$ cat config.mk
export PLATFORM = sky130hd
export DESIGN_NAME = dual_wiper_pot_to_encoder_delta_unit_flat
export DESIGN_NICKNAME = d
export VERILOG_FILES = /design/src/rtl/dwpe_pkg.sv /design/src/rtl/dwpe_if.sv /design/src/rtl/dwpe_angle.sv /design/src/rtl/dwpe_track.sv /design/src/rtl/dual_wiper_pot_to_encoder_delta_unit.sv /design/src/flat_wrapper.sv
export SDC_FILE = /design/constraint.sdc
export NUM_CORES = 1
export LEC_CHECK = 0
export BUFFER_PORTS_ARGS = -buffer_cell sky130_fd_sc_hd__buf_4
export CAP_MARGIN = 20
export CELL_PAD_IN_SITES_DETAIL_PLACEMENT = 0
export CELL_PAD_IN_SITES_GLOBAL_PLACEMENT = 1
export CORE_MARGIN = 2
export CORE_UTILIZATION = 55
export CTS_CLUSTER_SIZE = 28
export DETAILED_ROUTE_END_ITERATION = 8
export GPL_ROUTABILITY_DRIVEN = 1
export PLACE_DENSITY_LB_ADDON = 0.1
export SYNTH_ARGS = -nofsm -noshare
export SYNTH_HDL_FRONTEND = slang
export SYNTH_SLANG_ARGS = --single-unit
export TNS_END_PERCENT = 30
$ cat constraint.sdc
create_clock -name clk_i -period 20.7 [get_ports clk_i]
set_clock_uncertainty 0.1 [all_clocks]
set_input_delay 4.14 -clock clk_i [delete_from_list [all_inputs] [get_ports clk_i]]
set_output_delay 4.14 -clock clk_i [all_outputs]
set_load 0.005 [all_outputs]
$ cat src/rtl/dwpe_pkg.sv
// Shared types, widths and helpers for the dual wiper pot to encoder delta unit.
// Depends on nothing; every other file refers to it by scoped names.
package dwpe_pkg;

  localparam int unsigned ChanW    = 2;
  localparam int unsigned SampleW  = 12;
  localparam int unsigned EncW     = 2;
  localparam int unsigned DeltaW   = 7;
  // Blended angle in units of 2^-25 of a turn; never reaches 2^27.
  localparam int unsigned NumW     = 28;
  localparam int unsigned FracBits = 25;
  // Channel field can address at most this many pots.
  localparam int unsigned MaxChans = 4;

  typedef logic [ChanW-1:0]   chan_t;
  typedef logic [SampleW-1:0] sample_t;
  typedef logic [EncW-1:0]    enc_t;
  typedef logic [NumW-1:0]    angle_t;

  // What the tracking stage wants done with the current word.
  typedef struct packed {
    logic emit;   // a nonzero delta goes out
    logic store;  // the channel position takes the new tick count
  } track_ctl_t;

  // Channel to encoder id mapping.
  function automatic enc_t enc_map(chan_t ch);
    enc_t id;
    unique case (ch)
      2'd0:    id = 2'd1;
      2'd1:    id = 2'd3;
      2'd2:    id = 2'd2;
      default: id = 2'd0;
    endcase
    return id;
  endfunction

endpackage

$ cat src/rtl/dwpe_if.sv
// Valid/ready channel interfaces for input samples and encoder deltas.
// Depends on dwpe_pkg for field widths.
interface dwpe_in_if;
  logic             valid;
  logic             ready;
  dwpe_pkg::chan_t   channel;
  dwpe_pkg::sample_t wiper_a;
  dwpe_pkg::sample_t wiper_b;
  logic             prime;

  modport source (output valid, channel, wiper_a, wiper_b, prime, input ready);
  modport sink   (input valid, channel, wiper_a, wiper_b, prime, output ready);
endinterface

interface dwpe_out_if;
  logic                               valid;
  logic                               ready;
  dwpe_pkg::enc_t                     encoder_number;
  logic signed [dwpe_pkg::DeltaW-1:0] delta;

  modport source (output valid, encoder_number, delta, input ready);
  modport sink   (input valid, encoder_number, delta, output ready);
endinterface

$ cat src/rtl/dwpe_angle.sv
// Blend two quadrature wiper samples into an angle in units of 2^-25 of a turn.
// Combinational; depends on dwpe_pkg.
module dwpe_angle (
  input  dwpe_pkg::sample_t wiper_a_i,
  input  dwpe_pkg::sample_t wiper_b_i,
  output dwpe_pkg::angle_t  angle_o
);

  logic               b_hi, a_hi, a_lo;
  logic [13:0]        c_wide;
  logic [12:0]        c;
  logic [14:0]        aa_base, aa, bb;
  logic signed [15:0] span;
  logic signed [29:0] interp;
  logic signed [30:0] num;

  assign b_hi = wiper_b_i > dwpe_pkg::sample_t'(2048);
  assign a_hi = wiper_a_i > dwpe_pkg::sample_t'(2048);
  assign a_lo = wiper_a_i < dwpe_pkg::sample_t'(2048);

  assign c_wide = b_hi ? ((14'd4096 - 14'(wiper_b_i)) << 1) : (14'(wiper_b_i) << 1);
  assign c      = c_wide[12:0];

  assign aa_base = b_hi ? (15'd4096 - 15'(wiper_a_i)) : 15'(wiper_a_i);

  // Shift the flipped wiper into its half-turn segment.
  always_comb begin
    priority if (b_hi) begin
      aa = aa_base + 15'd2048;
    end else if (a_hi) begin
      aa = aa_base - 15'd2048;
    end else begin
      aa = aa_base + 15'd6144;
    end
  end

  assign bb = a_lo ? (15'd8192 - 15'(wiper_b_i)) : 15'(wiper_b_i);

  assign span   = $signed({1'b0, bb}) - $signed({1'b0, aa});
  assign interp = $signed({1'b0, c}) * span;
  assign num    = $signed({4'b0, aa, 12'b0}) + 31'(interp);

  // Clamp at zero.
  assign angle_o = num[30] ? '0 : num[dwpe_pkg::NumW-1:0];

endmodule

$ cat src/rtl/dwpe_track.sv
// Scale the angle to ticks, wrap old minus new, and decide emit and store.
// Combinational; depends on dwpe_pkg.
module dwpe_track #(
  parameter int unsigned TICKS_PER_TURN = 64,
  parameter int unsigned PosW           = 7
) (
  input  dwpe_pkg::angle_t                   angle_i,
  input  logic [PosW-1:0]                    old_pos_i,
  input  logic                               prime_i,
  output logic [PosW-1:0]                    new_pos_o,
  output logic signed [dwpe_pkg::DeltaW-1:0] delta_o,
  output dwpe_pkg::track_ctl_t               ctl_o
);

  localparam int unsigned ProdW  = dwpe_pkg::NumW + PosW;
  localparam int          WrapHi = int'(TICKS_PER_TURN - TICKS_PER_TURN / 2);
  localparam int          WrapLo = int'(TICKS_PER_TURN / 2) - int'(TICKS_PER_TURN);

  logic [ProdW-1:0]   scaled;
  logic signed [PosW:0] diff, wrapped;

  assign scaled    = ProdW'(angle_i) * ProdW'(TICKS_PER_TURN);
  assign new_pos_o = scaled[dwpe_pkg::FracBits +: PosW];

  assign diff = $signed({1'b0, old_pos_i}) - $signed({1'b0, new_pos_o});

  // Fold the difference into the half-turn window.
  always_comb begin
    priority if (int'(diff) > WrapHi) begin
      wrapped = diff - (PosW+1)'(TICKS_PER_TURN);
    end else if (int'(diff) < WrapLo) begin
      wrapped = diff + (PosW+1)'(TICKS_PER_TURN);
    end else begin
      wrapped = diff;
    end
  end

  assign delta_o     = dwpe_pkg::DeltaW'(wrapped);
  assign ctl_o.emit  = !prime_i && (wrapped != '0);
  assign ctl_o.store = prime_i || ctl_o.emit;

endmodule

$ cat src/rtl/dual_wiper_pot_to_encoder_delta_unit.sv
// Endless dual wiper potentiometer to encoder delta converter, top level.
// Depends on dwpe_pkg, dwpe_if, dwpe_angle and dwpe_track.
//
// Each input word holds a channel number, two 12-bit wiper samples and a
// prime flag. The wipers are blended into an angle, scaled to TICKS_PER_TURN
// ticks and compared with the last position stored for that channel. A prime
// word only stores the position. Otherwise the wrapped change (old minus new)
// goes out with the encoder id (channel 0 -> 1, 1 -> 3, 2 -> 2) when it is
// nonzero, and the position is updated; a zero change produces no output word.
// Channels at or above NUM_CHANNELS are dropped on acceptance. The block takes
// one word per cycle while no output word is stalled; an accepted word moves
// on in order: the input register feeds the angle interpolation multiply,
// whose result is registered, and that register feeds the tick scaling
// multiply and wrap, whose result lands in the output register.
// Positions live in flip-flops and are read and written in the last stage, so
// words for the same channel may follow each other in consecutive cycles.
// Each stage advances into a free slot, so while a word waits at the output
// two more words can still enter, and words that produce no output leave the
// pipe anyway.
module dual_wiper_pot_to_encoder_delta_unit #(
  parameter int unsigned TICKS_PER_TURN = 64,
  parameter int unsigned NUM_CHANNELS   = 3
) (
  input  logic clk_i,
  input  logic rst_ni,
  dwpe_in_if.sink    in_i,
  dwpe_out_if.source out_o
);

  // Position width holds 0..TICKS_PER_TURN inclusive.
  localparam int unsigned PosW     = $clog2(TICKS_PER_TURN + 1);
  localparam int unsigned PosDepth = (NUM_CHANNELS < dwpe_pkg::MaxChans) ?
                                     NUM_CHANNELS : dwpe_pkg::MaxChans;
  localparam int unsigned IdxW     = (PosDepth > 1) ? $clog2(PosDepth) : 1;

  // Stage 1: registered input word.
  logic              s1_v_q, s1_v_d;
  dwpe_pkg::chan_t   s1_ch_q;
  dwpe_pkg::sample_t s1_a_q, s1_b_q;
  logic              s1_prime_q;

  // Stage 2: blended angle.
  logic              s2_v_q, s2_v_d;
  dwpe_pkg::chan_t   s2_ch_q;
  logic              s2_prime_q;
  dwpe_pkg::angle_t  s2_angle_q;

  // Output register.
  logic                               out_v_q, out_v_d;
  dwpe_pkg::enc_t                     out_enc_q;
  logic signed [dwpe_pkg::DeltaW-1:0] out_delta_q;

  logic [PosW-1:0] pos_q [PosDepth];

  dwpe_pkg::angle_t                   angle;
  logic [PosW-1:0]                    old_pos, new_pos;
  logic signed [dwpe_pkg::DeltaW-1:0] delta;
  dwpe_pkg::track_ctl_t               ctl;

  logic in_accept, in_keep, out_load, s2_fire, s2_free, s1_move;

  // Handshake chain: each slot frees when its word moves on.
  assign out_load  = !out_v_q || out_o.ready;
  assign s2_fire   = s2_v_q && (!ctl.emit || out_load);
  assign s2_free   = !s2_v_q || s2_fire;
  assign s1_move   = s1_v_q && s2_free;
  assign in_i.ready = !s1_v_q || s2_free;
  assign in_accept = in_i.valid && in_i.ready;
  // Drop words for channels that do not exist.
  assign in_keep   = int'(in_i.channel) < int'(NUM_CHANNELS);

  dwpe_angle u_angle (
    .wiper_a_i (s1_a_q),
    .wiper_b_i (s1_b_q),
    .angle_o   (angle)
  );

  assign old_pos = pos_q[s2_ch_q[IdxW-1:0]];

  dwpe_track #(
    .TICKS_PER_TURN (TICKS_PER_TURN),
    .PosW           (PosW)
  ) u_track (
    .angle_i   (s2_angle_q),
    .old_pos_i (old_pos),
    .prime_i   (s2_prime_q),
    .new_pos_o (new_pos),
    .delta_o   (delta),
    .ctl_o     (ctl)
  );

  always_comb begin
    s1_v_d = in_i.ready ? (in_accept && in_keep) : s1_v_q;
    s2_v_d = s2_free ? s1_move : s2_v_q;
    out_v_d = out_load ? (s2_v_q && ctl.emit) : out_v_q;
  end

  // Valid bits and channel positions.
  always_ff @(posedge clk_i or negedge rst_ni) begin
    if (!rst_ni) begin
      s1_v_q  <= 1'b0;
      s2_v_q  <= 1'b0;
      out_v_q <= 1'b0;
      for (int i = 0; i < int'(PosDepth); i++) begin
        pos_q[i] <= '0;
      end
    end else begin
      s1_v_q  <= s1_v_d;
      s2_v_q  <= s2_v_d;
      out_v_q <= out_v_d;
      if (s2_fire && ctl.store) begin
        pos_q[s2_ch_q[IdxW-1:0]] <= new_pos;
      end
    end
  end

  // Payload: load on advance, hold otherwise.
  always_ff @(posedge clk_i) begin
    if (in_accept) begin
      s1_ch_q    <= in_i.channel;
      s1_a_q     <= in_i.wiper_a;
      s1_b_q     <= in_i.wiper_b;
      s1_prime_q <= in_i.prime;
    end
    if (s1_move) begin
      s2_ch_q    <= s1_ch_q;
      s2_prime_q <= s1_prime_q;
      s2_angle_q <= angle;
    end
    if (out_load && s2_v_q && ctl.emit) begin
      out_enc_q   <= dwpe_pkg::enc_map(s2_ch_q);
      out_delta_q <= delta;
    end
  end

  assign out_o.valid          = out_v_q;
  assign out_o.encoder_number = out_enc_q;
  assign out_o.delta          = out_delta_q;

endmodule

$ cat src/flat_wrapper.sv
// flat-port wrapper written by rule: the top's interface ports become plain ports
module dual_wiper_pot_to_encoder_delta_unit_flat 
#(
  parameter int unsigned TICKS_PER_TURN = 64,
  parameter int unsigned NUM_CHANNELS   = 3
)
  (clk_i, rst_ni, in_i_valid, in_i_channel, in_i_wiper_a, in_i_wiper_b, in_i_prime, in_i_ready, out_o_valid, out_o_encoder_number, out_o_delta, out_o_ready);
  dwpe_in_if in_i_i ();
  dwpe_out_if out_o_i ();
  input  logic clk_i;
  input  logic rst_ni;
  input wire logic [$bits(in_i_i.valid)-1:0] in_i_valid;
  input wire logic [$bits(in_i_i.channel)-1:0] in_i_channel;
  input wire logic [$bits(in_i_i.wiper_a)-1:0] in_i_wiper_a;
  input wire logic [$bits(in_i_i.wiper_b)-1:0] in_i_wiper_b;
  input wire logic [$bits(in_i_i.prime)-1:0] in_i_prime;
  output wire logic [$bits(in_i_i.ready)-1:0] in_i_ready;
  output wire logic [$bits(out_o_i.valid)-1:0] out_o_valid;
  output wire logic [$bits(out_o_i.encoder_number)-1:0] out_o_encoder_number;
  output wire logic [$bits(out_o_i.delta)-1:0] out_o_delta;
  input wire logic [$bits(out_o_i.ready)-1:0] out_o_ready;
  assign in_i_i.valid = in_i_valid;
  assign in_i_i.channel = in_i_channel;
  assign in_i_i.wiper_a = in_i_wiper_a;
  assign in_i_i.wiper_b = in_i_wiper_b;
  assign in_i_i.prime = in_i_prime;
  assign in_i_ready = in_i_i.ready;
  assign out_o_valid = out_o_i.valid;
  assign out_o_encoder_number = out_o_i.encoder_number;
  assign out_o_delta = out_o_i.delta;
  assign out_o_i.ready = out_o_ready;
  dual_wiper_pot_to_encoder_delta_unit #(.TICKS_PER_TURN(TICKS_PER_TURN), .NUM_CHANNELS(NUM_CHANNELS)) u_core (.clk_i(clk_i), .rst_ni(rst_ni), .in_i(in_i_i), .out_o(out_o_i));
endmodule
==> summary.txt <==
Worst-path fanout max = 15
R2R Setup Slk = 9.83 ns
Number of max-cap violations = 0
Final count of negative-setup-slack endpoints = 0
Cells after synthesis = 1307
Async set-reset flop share out of synthesis = 0.3429
Most frequent cells in the layout = inv_1 (294), fa_1 (203), nand2_1 (128)
Post-Syn Nets = 1658
Prevailing post-synth register cell = edfxtp_1
RR Startpoint = u_core.s1_b_q[0]
Antenna violations before repair = 0
Clock Latency Late Sink = 0.36 ns
Clock buffer depth = 2
Vias in the first global route = 9377
Worst Setup SP = u_core.s1_b_q[0]
Worst hold endpoint = u_core.s2_prime_q
Outcome = completed
PortBufs = 41
Commonest non-fill, non-tap cell in the layout = inv_1
CP required = 20.75 ns
I/O pins = 42
First-pass GRT wire length = 48.74 mm
GPL Wtd Cong = 0.8705
Clk slew on worst S/H paths = 0.06 ns
Final setup TNS = 0 ns
Die area = 23690 µm²
CTS Sinks = 70
Relative slew margins = 0.2588
Drt wl/cell = 17.94 µm
Placed cell count = 1608
Initial Util = 0.5630
Slowest stage delay, CP = 0.99 ns
RSZ-0062 raised after global routing = no
Largest net degree at the start of global routing = 25
Final wirelength = 29.17 mm
Hold-fix buffers at CTS = 0
Crit. End Element = register
FF-to-FF End = u_core.s2_angle_q[19]
Crit path buf inv count = 9
Total number of vias = 8778
Tightest Pin Transition = 1.104 ns
Depth of the CTS H-tree = 3
Library cells used by synthesis = 69
Final hold vios = 0
ANT nets after route = 0
Area of the mapped netlist = 12360 µm²
1st-pass router iterations = 5
Final Non-Filler Cells = 1626
R2R depth = 36
Top delay family on crit path = adder cells
Layout cells sized above 1 = 0.09064
CTS tree = built
Slowest-stage cell, CP = fa_1
Synth Register Bits = 70
Post-DP HPWL = 24.45 mm
Worst Path Arrival = 10.92 ns
Row count = 54
Final Slew Violations = 0
GRT Overall Usage = 0.2673
Synth Area per Inst = 9.459 µm²
Area grow syn2layout = 8.167%
Die Y = 153.9 µm
Worst Hold Depth = 0
DRC = 0
Seq/Total Area, Yosys = 0.1603
CTS Root Cell = clkbuf_16
Minimum clock period = 10.87 ns
Gr ovfl total = 0
Ant diodes = 0
Post-cts repair resize count = 0
Nets = 1692
Period utilization = 0.5252
Avg Vias per Cell = 5.399
CTS buffer count = 9
Crit path launch type = register
Initial drt markers = 512
Worst min-delay path class = register to register
Core Region = 21960 µm²
Fmax = 91.99 MHz
Setup bufs post-CTS = 0
Worst Hold Launch = u_core.s1_prime_q
Die Wd = 153.9 µm
Ys Warns = 0
Number of synthesized flops with an enable pin = 46
Crit Path Category = register to register
==> cell families (layout without fill, tap and decap cells) <==
kind of cell,count (synthesis),in the layout,share of synthesized area
compound gates,127,127,0.07297
xor+xnor,77,77,0.05759
fa+ha+maj,320,320,0.4471
buf+inv,326,365,0.09908
flops,70,70,0.1603
mux,35,35,0.03117
other cells,1,1,0.0003033
simple gates,351,351,0.1315
==> layer usage <==
metal / vias up / share of wire / global-route usage
met5: - / 0 / 0
met4: 0 / 0.034 / 0.09702
met1: 4336 / 0.44 / 0.3605
met3: 46 / 0.054 / 0.03805
met2: 258 / 0.47 / 0.4442
li1: 4138 / - / -
==> synthesized netlist by cell type, types with 3 or more instances <==
master	instances	share of area
a211oi_1	5	0.0030
a21o_1	23	0.014
a21oi_1	32	0.013
a31oi_1	6	0.0030
and2_1	9	0.0046
clkbuf_1	30	0.0091
dfrtp_1	24	0.049
edfxtp_1	46	0.11
fa_1	203	0.33
ha_1	117	0.12
inv_1	294	0.089
mux2_2	24	0.022
mux2i_1	10	0.0081
nand2_1	128	0.039
nand2b_1	19	0.0096
nand3_1	9	0.0036
nand3b_1	5	0.0030
nor2_1	112	0.034
nor2b_1	16	0.0081
nor3_1	14	0.0057
nor3b_1	4	0.0024
nor4_1	6	0.0030
o211ai_2	3	0.0030
o21a_1	5	0.0030
o21ai_0	22	0.0089
o22ai_1	3	0.0015
o31ai_1	4	0.0024
or2_2	4	0.0020
or3_1	6	0.0030
or4_1	3	0.0018
xnor2_1	43	0.030
xor2_1	29	0.021
xor2_2	3	0.0039
==> worst max-delay path by stage <==
stage | endpoint | slack [ns] | cells after the start
detailed placement | u_core.s2_angle_q[19] | 9.91 | 36
global placement | u_core.s2_angle_q[25] | 10.21 | 35
global route | u_core.s2_angle_q[19] | 9.11 | 34
floorplan | u_core.s2_angle_q[19] | 10.67 | 33
CTS | u_core.s2_angle_q[19] | 9.81 | 36
finish | u_core.s2_angle_q[19] | 9.83 | 36
==> state kept, by name (all words and copies together), names as in the netlist, 2 cells and up <==
| signal | flops |
|---|---|
| u_core.pos_q | 21 |
| u_core.s1_a_q | 12 |
| u_core.s1_b_q | 12 |
| u_core.out_o.delta | 7 |
| u_core.s2_angle_q | 7 |
| u_core.out_o.encoder_number | 2 |
| u_core.s1_ch_q | 2 |
| u_core.s2_ch_q | 2 |
==> through the flow <==
step	setup WS, ns	area [µm²]	util	hold slack, ns
3_5_place_dp	9.906	13010	0.5926	0.3128
6_report	9.829	13370	0.6090	0.3245
2_1_floorplan	10.67	12360	-	0.3003
5_1_grt	9.113	13370	0.6090	0.3322
4_1_cts	9.810	13360	0.6083	0.3278
3_3_place_gp	10.21	13000	0.5921	0.3025
==> layout make-up <==
cell class,instances,area (µm²)
clock inverter,4,56.30
inverter,295,1107
clock buffer,12,289.0
sequential,70,1982
tap,280,350.3
timing repair buffer,54,409.1
fill,1937,8586
multi-input combinational,911,9179
==> worst register-to-register path, delay by kind of cell, from the launching register on <==
family,cells,cell delay [ns]
AOI/OAI and AO/OA,8,1.64
xor gates and xnor gates,3,0.67
adders and majority gates,10,4.93
buffers and inverters,9,1.62
DFF,1,0.54
and+or+nand+nor,6,1.18
Power is left out: the tool's default activity adds up to more than one toggle a clock period on the data nets, which glitch-free logic cannot reach.
